File: src/hdl/pfa_pkg.sv
// Shared constants, codes and types of the page frame allocator.
// No dependencies; used by the top level and the testbench.
`timescale 1ns / 1ps
package pfa_pkg;
	localparam int NUM_FRAMES = 32;
	localparam int OWNER_BITS = 8;
	localparam int PAGE_BITS  = 20;

	localparam int FRAME_W = $clog2(NUM_FRAMES);
	localparam int CNT_W   = $clog2(NUM_FRAMES + 1);
	localparam int CFG_W   = 6;
	localparam int SIZE_W  = (CNT_W > CFG_W) ? CNT_W : CFG_W;
	localparam int DATA_W  = OWNER_BITS + PAGE_BITS;

	localparam logic [2:0] CMD_ALLOC  = 3'd0;
	localparam logic [2:0] CMD_FREE   = 3'd1;
	localparam logic [2:0] CMD_PIN    = 3'd2;
	localparam logic [2:0] CMD_UNPIN  = 3'd3;
	localparam logic [2:0] CMD_ACCESS = 3'd4;

	localparam logic [1:0] ST_OK     = 2'd0;
	localparam logic [1:0] ST_ALLPIN = 2'd1;
	localparam logic [1:0] ST_RANGE  = 2'd2;

	localparam logic [1:0] CFG_FRAMES = 2'd0;
	localparam logic [1:0] CFG_POLICY = 2'd1;

	localparam logic POLICY_FIFO = 1'b0;

	localparam logic [CFG_W-1:0] FIU_RESET = 6'd32;
	localparam int RESET_SIZE = (NUM_FRAMES < 32) ? NUM_FRAMES : 32;
	localparam logic [FRAME_W-1:0] HAND_RESET = FRAME_W'(RESET_SIZE - 1);

	typedef struct packed {
		logic free;
		logic pinned;
		logic used;
		logic dirty;
	} flags_t;

	localparam flags_t FLAGS_RESET = '{free: 1'b1, pinned: 1'b0, used: 1'b0, dirty: 1'b0};
endpackage

File: src/hdl/pfa_ram.sv
// Generic single-write, single-read RAM with a registered read port.
// No dependencies.
`timescale 1ns / 1ps
module pfa_ram #(
	parameter int WIDTH = 8,
	parameter int DEPTH = 32
) (
	input  logic                     clk,
	input  logic                     we,
	input  logic [$clog2(DEPTH)-1:0] waddr,
	input  logic [WIDTH-1:0]         wdata,
	input  logic [$clog2(DEPTH)-1:0] raddr,
	output logic [WIDTH-1:0]         rdata
);
	logic [WIDTH-1:0] mem [DEPTH];

	always_ff @(posedge clk) begin
		if (we) begin
			mem[waddr] <= wdata;
		end
		rdata <= mem[raddr];
	end
endmodule

File: src/hdl/page_frame_allocator_clock.sv
// Page frame allocator with FIFO or enhanced second-chance clock replacement.
// Depends on pfa_pkg and pfa_ram.
`timescale 1ns / 1ps
// Steps: a census scan over the n managed frames (n = managed frames), an apply step,
// a fetch step for allocate, then the result register is loaded once the last result is taken.
// A replacement scan visits frames with a flag RAM read, then an evaluate and
// write-back step, up to 4n visits.
// One item at a time; the next item is taken once the result is registered.
// Reset (arst_n low): every frame free via per-entry valid bits, hand at
// size minus one, registers 32 and 1; owner and page stores are unset.
module page_frame_allocator_clock (
	input  logic                              clk,
	input  logic                              arst_n,
	input  logic                              in_valid,
	output logic                              in_stall,
	input  logic [2:0]                        command,
	input  logic [pfa_pkg::FRAME_W-1:0]       frame,
	input  logic [pfa_pkg::OWNER_BITS-1:0]    owner_id,
	input  logic [pfa_pkg::PAGE_BITS-1:0]     page_number,
	input  logic                              is_write,
	output logic                              out_valid,
	input  logic                              out_stall,
	output logic [pfa_pkg::FRAME_W-1:0]       granted_frame,
	output logic                              evicted,
	output logic [pfa_pkg::OWNER_BITS-1:0]    victim_owner,
	output logic [pfa_pkg::PAGE_BITS-1:0]     victim_page,
	output logic                              victim_dirty,
	output logic [1:0]                        status,
	output logic [pfa_pkg::CNT_W-1:0]         free_count,
	input  logic                              cfg_valid,
	output logic                              cfg_ready,
	input  logic [1:0]                        cfg_index,
	input  logic [pfa_pkg::CFG_W-1:0]         cfg_data
);
	localparam int FW = pfa_pkg::FRAME_W;
	localparam int SW = pfa_pkg::SIZE_W;
	localparam int CW = pfa_pkg::CNT_W;

	typedef enum logic [2:0] {
		S_IDLE, S_SCAN, S_VRD, S_VEV, S_APPLY, S_FETCH, S_DONE
	} state_t;

	state_t state_q;

	// configuration
	logic [pfa_pkg::CFG_W-1:0] fiu_q;
	logic                      policy_q;
	logic [SW-1:0]             eff_n;

	// latched item
	logic [2:0]                     cmd_q;
	logic [FW-1:0]                  fr_q;
	logic [pfa_pkg::OWNER_BITS-1:0] own_q;
	logic [pfa_pkg::PAGE_BITS-1:0]  pg_q;
	logic                           wr_q;
	logic [SW-1:0]                  n_q;

	// census scan
	logic [SW-1:0] rd_idx_q;
	logic          chk_v_s1;
	logic [FW-1:0] chk_idx_s1;
	logic          found_free_q;
	logic          any_unpin_q;
	logic [CW-1:0] cnt_q;
	pfa_pkg::flags_t frf_q;

	// replacement
	logic [FW-1:0] hand_q;
	logic [FW-1:0] vidx_q;
	logic [1:0]    pass_q;
	logic [SW-1:0] k_q;

	// results
	logic [FW-1:0]                  tgt_q;
	logic                           ev_q;
	logic                           vdirty_q;
	logic [pfa_pkg::OWNER_BITS-1:0] vown_q;
	logic [pfa_pkg::PAGE_BITS-1:0]  vpg_q;
	logic [1:0]                     st_q;

	// flag store: RAM plus per-entry valid bits
	logic [pfa_pkg::NUM_FRAMES-1:0] valid_q;
	logic                           vld_rd_s1;
	logic                           fl_we;
	logic [FW-1:0]                  fl_waddr;
	pfa_pkg::flags_t                fl_wdata;
	logic [FW-1:0]                  fl_raddr;
	pfa_pkg::flags_t                fl_dout;
	pfa_pkg::flags_t                fl;

	// owner and page store
	logic                        d_we;
	logic [pfa_pkg::DATA_W-1:0]  d_dout;

	function automatic logic [FW-1:0] nxt(input logic [FW-1:0] i, input logic [SW-1:0] n);
		logic [SW-1:0] p;
		p = SW'(i) + SW'(1);
		return (p >= n) ? '0 : p[FW-1:0];
	endfunction

	assign cfg_ready = 1'b1;
	assign in_stall  = (state_q != S_IDLE);

	// clamp the managed size to 1..NUM_FRAMES
	always_comb begin
		if (fiu_q == '0) begin
			eff_n = SW'(1);
		end else if (SW'(fiu_q) > SW'(pfa_pkg::NUM_FRAMES)) begin
			eff_n = SW'(pfa_pkg::NUM_FRAMES);
		end else begin
			eff_n = SW'(fiu_q);
		end
	end

	// entries never written read as the reset flags
	assign fl = vld_rd_s1 ? fl_dout : pfa_pkg::FLAGS_RESET;

	always_comb begin
		fl_raddr = vidx_q;
		if (state_q == S_SCAN) begin
			fl_raddr = rd_idx_q[FW-1:0];
		end
	end

	// flag write port: use-bit clearing during the clock pass, or the apply step
	always_comb begin
		fl_we    = 1'b0;
		fl_waddr = vidx_q;
		fl_wdata = fl;
		if (state_q == S_VEV) begin
			if (policy_q != pfa_pkg::POLICY_FIFO && !fl.pinned && pass_q == 2'd1
					&& !(!fl.used && fl.dirty)) begin
				fl_we         = 1'b1;
				fl_wdata.used = 1'b0;
			end
		end else if (state_q == S_APPLY && st_q == pfa_pkg::ST_OK) begin
			if (cmd_q == pfa_pkg::CMD_ALLOC) begin
				fl_we    = 1'b1;
				fl_waddr = tgt_q;
				fl_wdata = '{free: 1'b0, pinned: 1'b1, used: 1'b0, dirty: 1'b0};
			end else begin
				fl_waddr = fr_q;
				fl_wdata = frf_q;
				unique case (cmd_q)
					pfa_pkg::CMD_FREE: begin
						fl_we    = 1'b1;
						fl_wdata = pfa_pkg::FLAGS_RESET;
					end
					pfa_pkg::CMD_PIN: begin
						fl_we           = 1'b1;
						fl_wdata.pinned = 1'b1;
					end
					pfa_pkg::CMD_UNPIN: begin
						fl_we           = 1'b1;
						fl_wdata.pinned = 1'b0;
					end
					pfa_pkg::CMD_ACCESS: begin
						fl_we         = 1'b1;
						fl_wdata.used = 1'b1;
						fl_wdata.dirty = frf_q.dirty | wr_q;
					end
					default: fl_we = 1'b0;
				endcase
			end
		end
	end

	assign d_we = (state_q == S_FETCH);

	pfa_ram #(
		.WIDTH ($bits(pfa_pkg::flags_t)),
		.DEPTH (pfa_pkg::NUM_FRAMES)
	) u_flags (
		.clk   (clk),
		.we    (fl_we),
		.waddr (fl_waddr),
		.wdata (fl_wdata),
		.raddr (fl_raddr),
		.rdata (fl_dout)
	);

	pfa_ram #(
		.WIDTH (pfa_pkg::DATA_W),
		.DEPTH (pfa_pkg::NUM_FRAMES)
	) u_data (
		.clk   (clk),
		.we    (d_we),
		.waddr (tgt_q),
		.wdata ({own_q, pg_q}),
		.raddr (tgt_q),
		.rdata (d_dout)
	);

	always_ff @(posedge clk or negedge arst_n) begin
		if (!arst_n) begin
			valid_q <= '0;
		end else if (fl_we) begin
			valid_q[fl_waddr] <= 1'b1;
		end
	end

	always_ff @(posedge clk) begin
		vld_rd_s1 <= valid_q[fl_raddr];
	end

	// sequencer
	always_ff @(posedge clk or negedge arst_n) begin
		if (!arst_n) begin
			state_q   <= S_IDLE;
			fiu_q     <= pfa_pkg::FIU_RESET;
			policy_q  <= 1'b1;
			hand_q    <= pfa_pkg::HAND_RESET;
			out_valid <= 1'b0;
			chk_v_s1  <= 1'b0;
		end else begin
			if (cfg_valid && cfg_ready) begin
				if (cfg_index == pfa_pkg::CFG_FRAMES) begin
					fiu_q <= cfg_data;
				end else if (cfg_index == pfa_pkg::CFG_POLICY) begin
					policy_q <= cfg_data[0];
				end
			end
			// drop the result once taken; the result step reloads it itself
			if (out_valid && !out_stall && state_q != S_DONE) begin
				out_valid <= 1'b0;
			end

			unique case (state_q)
				S_IDLE: begin
					if (in_valid) begin
						cmd_q        <= command;
						fr_q         <= frame;
						own_q        <= owner_id;
						pg_q         <= page_number;
						wr_q         <= is_write;
						n_q          <= eff_n;
						rd_idx_q     <= '0;
						found_free_q <= 1'b0;
						any_unpin_q  <= 1'b0;
						cnt_q        <= '0;
						frf_q        <= pfa_pkg::FLAGS_RESET;
						ev_q         <= 1'b0;
						vdirty_q     <= 1'b0;
						vown_q       <= '0;
						vpg_q        <= '0;
						state_q      <= S_SCAN;
					end
				end
				S_SCAN: begin
					// issue one read a cycle, count on the beat after
					chk_v_s1 <= (rd_idx_q < n_q);
					if (rd_idx_q < n_q) begin
						chk_idx_s1 <= rd_idx_q[FW-1:0];
						rd_idx_q   <= rd_idx_q + SW'(1);
					end
					if (chk_v_s1) begin
						if (fl.free) begin
							cnt_q <= cnt_q + CW'(1);
							if (!found_free_q) begin
								found_free_q <= 1'b1;
								tgt_q        <= chk_idx_s1;
							end
						end
						if (!fl.pinned) begin
							any_unpin_q <= 1'b1;
						end
						if (chk_idx_s1 == fr_q) begin
							frf_q <= fl;
						end
					end else if (rd_idx_q >= n_q) begin
						// census complete: classify the item
						if (cmd_q == pfa_pkg::CMD_ALLOC && !found_free_q && any_unpin_q) begin
							vidx_q  <= nxt(hand_q, n_q);
							pass_q  <= 2'd0;
							k_q     <= '0;
							st_q    <= pfa_pkg::ST_OK;
							state_q <= S_VRD;
						end else begin
							state_q <= S_APPLY;
							if (cmd_q == pfa_pkg::CMD_ALLOC && !found_free_q) begin
								st_q <= pfa_pkg::ST_ALLPIN;
							end else if (cmd_q != pfa_pkg::CMD_ALLOC
									&& cmd_q <= pfa_pkg::CMD_ACCESS && SW'(fr_q) >= n_q) begin
								st_q <= pfa_pkg::ST_RANGE;
							end else begin
								st_q <= pfa_pkg::ST_OK;
							end
						end
					end
				end
				S_VRD: begin
					state_q <= S_VEV;
				end
				S_VEV: begin
					if (!fl.pinned && (policy_q == pfa_pkg::POLICY_FIFO
							|| (!fl.used && fl.dirty == pass_q[0]))) begin
						tgt_q    <= vidx_q;
						hand_q   <= vidx_q;
						ev_q     <= 1'b1;
						vdirty_q <= fl.dirty;
						state_q  <= S_APPLY;
					end else begin
						// advance the scan index, wrap into the next pass
						vidx_q <= nxt(vidx_q, n_q);
						if (k_q == n_q - SW'(1)) begin
							k_q    <= '0;
							pass_q <= pass_q + 2'd1;
						end else begin
							k_q <= k_q + SW'(1);
						end
						state_q <= S_VRD;
					end
				end
				S_APPLY: begin
					if (st_q == pfa_pkg::ST_OK && cmd_q == pfa_pkg::CMD_ALLOC) begin
						if (!ev_q) begin
							cnt_q <= cnt_q - CW'(1);
						end
						state_q <= S_FETCH;
					end else begin
						if (st_q == pfa_pkg::ST_OK && cmd_q == pfa_pkg::CMD_FREE
								&& !frf_q.free) begin
							cnt_q <= cnt_q + CW'(1);
						end
						state_q <= S_DONE;
					end
				end
				S_FETCH: begin
					// old owner and page arrive as the new ones are written
					if (ev_q) begin
						{vown_q, vpg_q} <= d_dout;
					end
					state_q <= S_DONE;
				end
				S_DONE: begin
					if (!out_valid || !out_stall) begin
						out_valid     <= 1'b1;
						granted_frame <= (cmd_q == pfa_pkg::CMD_ALLOC && st_q == pfa_pkg::ST_OK)
							? tgt_q : '0;
						evicted       <= ev_q;
						victim_owner  <= vown_q;
						victim_page   <= vpg_q;
						victim_dirty  <= vdirty_q;
						status        <= st_q;
						free_count    <= cnt_q;
						state_q       <= S_IDLE;
					end
				end
				default: state_q <= S_IDLE;
			endcase
		end
	end
endmodule

File: config.mk
export PLATFORM = sky130hd
export DESIGN_NAME = page_frame_allocator_clock
export DESIGN_NICKNAME = d
export VERILOG_FILES = /design/src/hdl/pfa_pkg.sv /design/src/hdl/pfa_ram.sv /design/src/hdl/page_frame_allocator_clock.sv
export SDC_FILE = /design/constraint.sdc
export NUM_CORES = 1
export LEC_CHECK = 0
export BUFFER_PORTS_ARGS = -buffer_cell sky130_fd_sc_hd__buf_4
export CORE_UTILIZATION = 55
export DETAILED_ROUTE_END_ITERATION = 12
export PLACE_DENSITY_LB_ADDON = 0.25
export SLEW_MARGIN = 20
export SYNTH_ARGS = -nofsm -noshare
export SYNTH_HDL_FRONTEND = slang
export SYNTH_SLANG_ARGS = --single-unit
File: constraint.sdc
create_clock -name clk -period 3.2 [get_ports clk]
set_input_delay 0.64 -clock clk [delete_from_list [all_inputs] [get_ports clk]]
set_output_delay 0.64 -clock clk [all_outputs]
set_load 0.01 [all_outputs]
# Yosys cells after proc, flatten, opt, wreduce, memory -nomap -nowiden
# Memories as Yosys holds them, arrays and structs flattened. A register that Yosys moved wholly into a read port is not among the register bits.
# Index checks and enable logic that the tools add are counted.
# Widths: inputs -> output; s select.
[word_totals]
in_bits = 50
elab_cells = 254
output_inout_bits = 46
mem_count = 2
mem_bits_rw = 1024
regBits = 209
[classes]
order_cmp = 10
n_bitwise = 5
n_mux = 95
add_sub_neg = 8
eq_ne = 33
n_reduce_logical = 60
[mem_list]
columns = ["name", "depth", "width", "read_ports", "rd_ports_with_merged_regs", "write_ports", "line", "text"]
rows = [
  ["u_data.mem", 32, 28, 1, 1, 1, "pfa_ram.sv:15", "logic [WIDTH-1:0] mem [DEPTH];"],
  ["u_flags.mem", 32, 4, 1, 1, 1, "pfa_ram.sv:15", ""],
]
[ops]
columns = ["op", "n"]
rows = [
  ["$mux 6", 13],
  ["$mux 5", 14],
  ["$mux 20", 2],
  ["$pmux 20 s2", 1],
  ["$or 32x32->32", 1],
  ["$mux 1", 26],
  ["$mux 4", 6],
  ["$pmux 6 s2", 2],
  ["$pmux 3 s7", 1],
  ["$pmux 5 s2", 2],
  ["$reduce_and 4->1", 5],
  ["$add 6x1->6 const B", 3],
  ["$ge 6x6->1", 3],
  ["$mux 3", 6],
  ["$ne 2x2->1 const B", 9],
  ["$pmux 6 s3", 1],
  ["$logic_and 1x1->1", 17],
  ["$mux 2", 8],
  ["$mux 8", 2],
  ["$pmux 8 s2", 1],
  ["$reduce_and 5->1", 3],
  ["$reduce_and 7->1", 2],
  ["$add 5x1->6 const B", 2],
  ["$eq 3x2->1 const B", 4],
  ["36 further kinds", 77],
]

# Longest topological paths before layout
[depth]
ltp_word = 9
mapped_depth = 10
mapped_depth_nobuf = 8

# Modules after synthesis
# Synthesis repeated with hierarchy kept, for this count alone.
[hier_totals]
cells_unflattened = 2964
hier_area_um2 = 50220.7
[modules_own_cells]
columns = ["module", "area_per_inst_um2", "cells_each", "instances", "seq_area_each_um2"]
rows = [
  ["pfa_ram (u_data)", 35447.7, 1984, 1, 27466.3],
  ["page_frame_allocator_clock", 9634.2, 749, 1, 6029.5],
  ["pfa_ram (u_flags)", 5138.7, 231, 1, 3923.8],
]

# Worst setup path before layout
# No wires, ideal clock.
[synth_path]
kind = "reg2reg"
start = "reg tgt_q[0]"
end = "mem u_data.mem[0][0] (netlist name) (enable)"
period_less_slack_ns = 3.272
setup_ns = 0.413
path_buffers = 4
t_required_ns = 2.787
arrival_time_ns = 2.859
slack_ns = -0.072
path_stages_with_launch = 7
cell_sequence = "edfxtp_1 clkbuf_1 clkbuf_1 buf_1 or3b_2 clkbuf_1 nor2_1"
[synth_rtl]
columns = ["element", "line", "text"]
rows = [
  ["from (decl)", "page_frame_allocator_clock.sv:74", "logic [FW-1:0] tgt_q;"],
  ["from (signal assigned)", "page_frame_allocator_clock.sv:261", "tgt_q <= chk_idx_s1;"],
  ["from (signal assigned)", "page_frame_allocator_clock.sv:297", "tgt_q <= vidx_q;"],
  ["to (decl)", "pfa_ram.sv:15", ""],
]
# No word-level cell before the write port.

# Worst setup path after layout
[layout_path]
start = "reg state_q[1]"
end = "out in_stall"
[layout_between]
elab_chain_len = 1
[layout_rtl]
columns = ["element", "line", "text"]
rows = [
  ["from (decl)", "page_frame_allocator_clock.sv:43", "state_t state_q;"],
  ["from (signal assigned)", "page_frame_allocator_clock.sv:209", "state_q <= S_IDLE;"],
  ["from (signal assigned)", "page_frame_allocator_clock.sv:246", "state_q <= S_SCAN;"],
  ["from (signal assigned)", "page_frame_allocator_clock.sv:277", "state_q <= S_VRD;"],
  ["$reduce_bool 3->1", "page_frame_allocator_clock.sv:102", "assign in_stall = (state_q != S_IDLE);"],
  ["to (decl)", "page_frame_allocator_clock.sv:15", "output logic in_stall,"],
]
# No other way between the ends.

==> impl_metrics.yaml <==
outcome:
  status: "finished with violations"
  violations: "design-rule violations"
place:
  placed_area_um2: 53000
  gp_congestion: 0.945
  dpl.cell_count: 3830
  numPortBuffers: 94
  dp_hpwl_mm: 75.5
  post-place-ws_ns: 0.281
synth:
  synth_seq_cells: 1265
  ys_types: 72
  yosys.area.top_type: "edfxtp_1"
  synthesis.area_um2: 49500
  synth_commonest_cells: "edfxtp_1 (1183), mux4_2 (256), nor2_1 (143)"
  yosysSeqAreaShare: 0.755
  synth_top_area_frac: 0.717
  synth.avg_cell_area_um2: 19.5
  synth_flop_cell: "edfxtp_1"
  synthMostInstantiatedCell: "edfxtp_1"
  async_flop_share: 0.0387
  yosysWarnings: 0
  ys_top_cells_by_area: "edfxtp_1 (72%), mux4_2 (12%), dfrtp_1 (2.1%)"
  synth-edff-count: 1183
  syn_nets: 2627
  synthCells: 2544
route:
  wl_per_cell_um: 30.4
  vias: 26200
  drt_pass1_iterations: 10
  wirelength_mm: 124
  drc: 3
  postRouteAntennaNets: 0
  viasPerCell: 6.43
  drtIter0Drc: 3004
setup_path:
  regToRegSetupSlack_ns: 0.22
  crit_chain: "buf_4, nor3_2, inv_1, buf_4"
  worstPathArrival_ns: 2.44
  cp-start-kind: "flip-flop"
  reg2reg_from: "cmd_q[1]"
  rr_endpoint: "u_flags.mem[10][1]"
  r2r_cells: 6
  cp_slowest_cell: "nor3_2"
  crit_type: "reg -> out"
  cp.required_ns: 2.56
  max_stage_delay_ns: 0.51
  cp_common_cell: "buf_4"
  cp-end-kind: "output port"
  critPathMaxFanout: 8
timing:
  rsz0062_at_grt: "false"
  fin_skew_ns: 0.0243
  slew_headroom: 0.254
  setup_ws_ns: 0.119
  whs_ns: 0.0601
  fin_crit_sh: 0.963
  min_period_ns: 3.08
  slew_viol_final: 0
  setup_viol: 0
  tns_ns: 0
  worst_pin_slew_ns: 1.12
  max_freq_mhz: 325
  hold_viol: 0
worst_hold_path:
  hold_depth: 1
  hp-start: "page_number[5]"
  hold_path.class: "in -> reg"
  min_to: "pg_q[5]"
finish:
  final_util: 0.646
  finalNonFillerCells: 4074
  fin_area_um2: 57400
  area_growth_pct: 15.9
  drive_above_1_share: 0.282
  final_nets: 2883
  antenna_cells: 0
die:
  ios: 96
  initial_core_util: 0.558
  placement_rows: 109
  die_width_um: 302
  core_area_um2: 88800
  die_area_um2: 91300
  die_y_um: 302
pwr:
  ir_drop_mv: 0.631
  power_density_nw_per_um2: 723
  cellLeakagePower_nw: 19.0
  total_power_mw: 41.5
grt:
  grt_start_max_net_pins: 104
  grt_pass1_vias: 26800
  track_usage: 0.278
  antenna_found_initial: 0
  overflow: 0
  grt_pass1_wl_mm: 180
cts:
  ctsHtreeMaxLevel: 4
  clock_path_buffers: 3
  cts-buffers-inserted: 132
  postCtsSetupBuffers: 0
  clockRootBuffer: "clkbuf_16"
  clkLatencyLatePin_ns: 0.75
  cts.sinks: 1265
  cts_tree: "done"
  path_clk_slew_ns: 0.06
run:
  maxCapViolCount: 0
-- cells in the final DEF, fill, tap and decap left out, drive strengths merged, types with 37 or more instances in the layout --
cell type  netlist  final
clkinv           0     52
mux4           256    256
and2            38     38
a22oi          116    116
nor2           143    143
mux2i           58     58
clkbuf          79    164
edfxtp        1183   1183
buf             52    252
nand3           37     37
dfrtp           42     42
nand2           82     82
-- routing by layer --
layer  wire (um)  vias up  track usage  part of all wire
met2       61100     1326        0.449              0.49
met5           0        -            0                 0
li1            -    10900            -                 -
met1       48400    13800        0.378              0.39
met3       10000      250       0.0526             0.081
met4        4390        0        0.108             0.035
-- sequential cells by signal, summed over array words and instances, names as in the netlist, 20 cells and up --
register      count
victim_page      20
u_data.rdata     28
valid_q          32
u_data.mem      896
vpg_q            20
u_flags.mem     128
pg_q             20
-- cells by family (layout without fill, tap and decap cells) --
| logic type | after synthesis | count (layout) | share of synthesized area |
|---|---|---|---|
| DFF | 1265 | 1265 | 0.755 |
| and+or+nand+nor | 462 | 462 | 0.0467 |
| muxes | 342 | 342 | 0.135 |
| AOI/OAI and AO/OA | 253 | 253 | 0.0360 |
| buffers and inverters | 158 | 523 | 0.0132 |
| adders and majority gates | 33 | 33 | 0.00834 |
| xor gates and xnor gates | 30 | 30 | 0.00530 |
| other | 1 | 1 | 0.0000757 |
-- report_power, final --
group,internal [mW],switching [mW]
Clock,9.02,6.46
Sequential,19.3,0.758
Combinational,2.46,3.53
Total,30.7,10.7
-- worst max-delay path: cells and delay by family (launching register included) --
kind | cells | cell delay [ns]
buffers and inverters | 3 | 0.72
DFF | 1 | 0.47
and+or+nand+nor | 1 | 0.51
-- area by class of cell --
type | instances | area [um2]
flip-flops and latches | 1265 | 37400
fillers | 5834 | 31400
multi-input cells | 1121 | 11800
clock buffers | 164 | 3550
repair buffers | 253 | 2210
well taps | 1165 | 1460
clock inverters | 79 | 871
inverters | 27 | 101
-- worst max-delay path by stage --
| stage | slack (ns) | end | startpoint | cells after the start |
|---|---|---|---|---|
| after CTS | 0.16 | in_stall | state_q[1] | 4 |
| after floorplan | -0.07 | u_data.mem[0][0] | tgt_q[0] | 6 |
| after detailed placement | 0.28 | u_flags.mem[10][0] | cmd_q[0] | 6 |
| final | 0.12 | in_stall | state_q[1] | 4 |
| after global placement | 0.37 | u_flags.mem[3][2] | cmd_q[1] | 7 |
| after global routing | 0.04 | in_stall | state_q[1] | 4 |
-- what timing repair did --
action / CTS / global route
endpoints found under the hold margin: 9 / 0
setup endpoints to repair: 1 / 0
gates resized for setup: 1 / 0
hold buffers: 1 / 0
(Power assumes the default switching activity.)
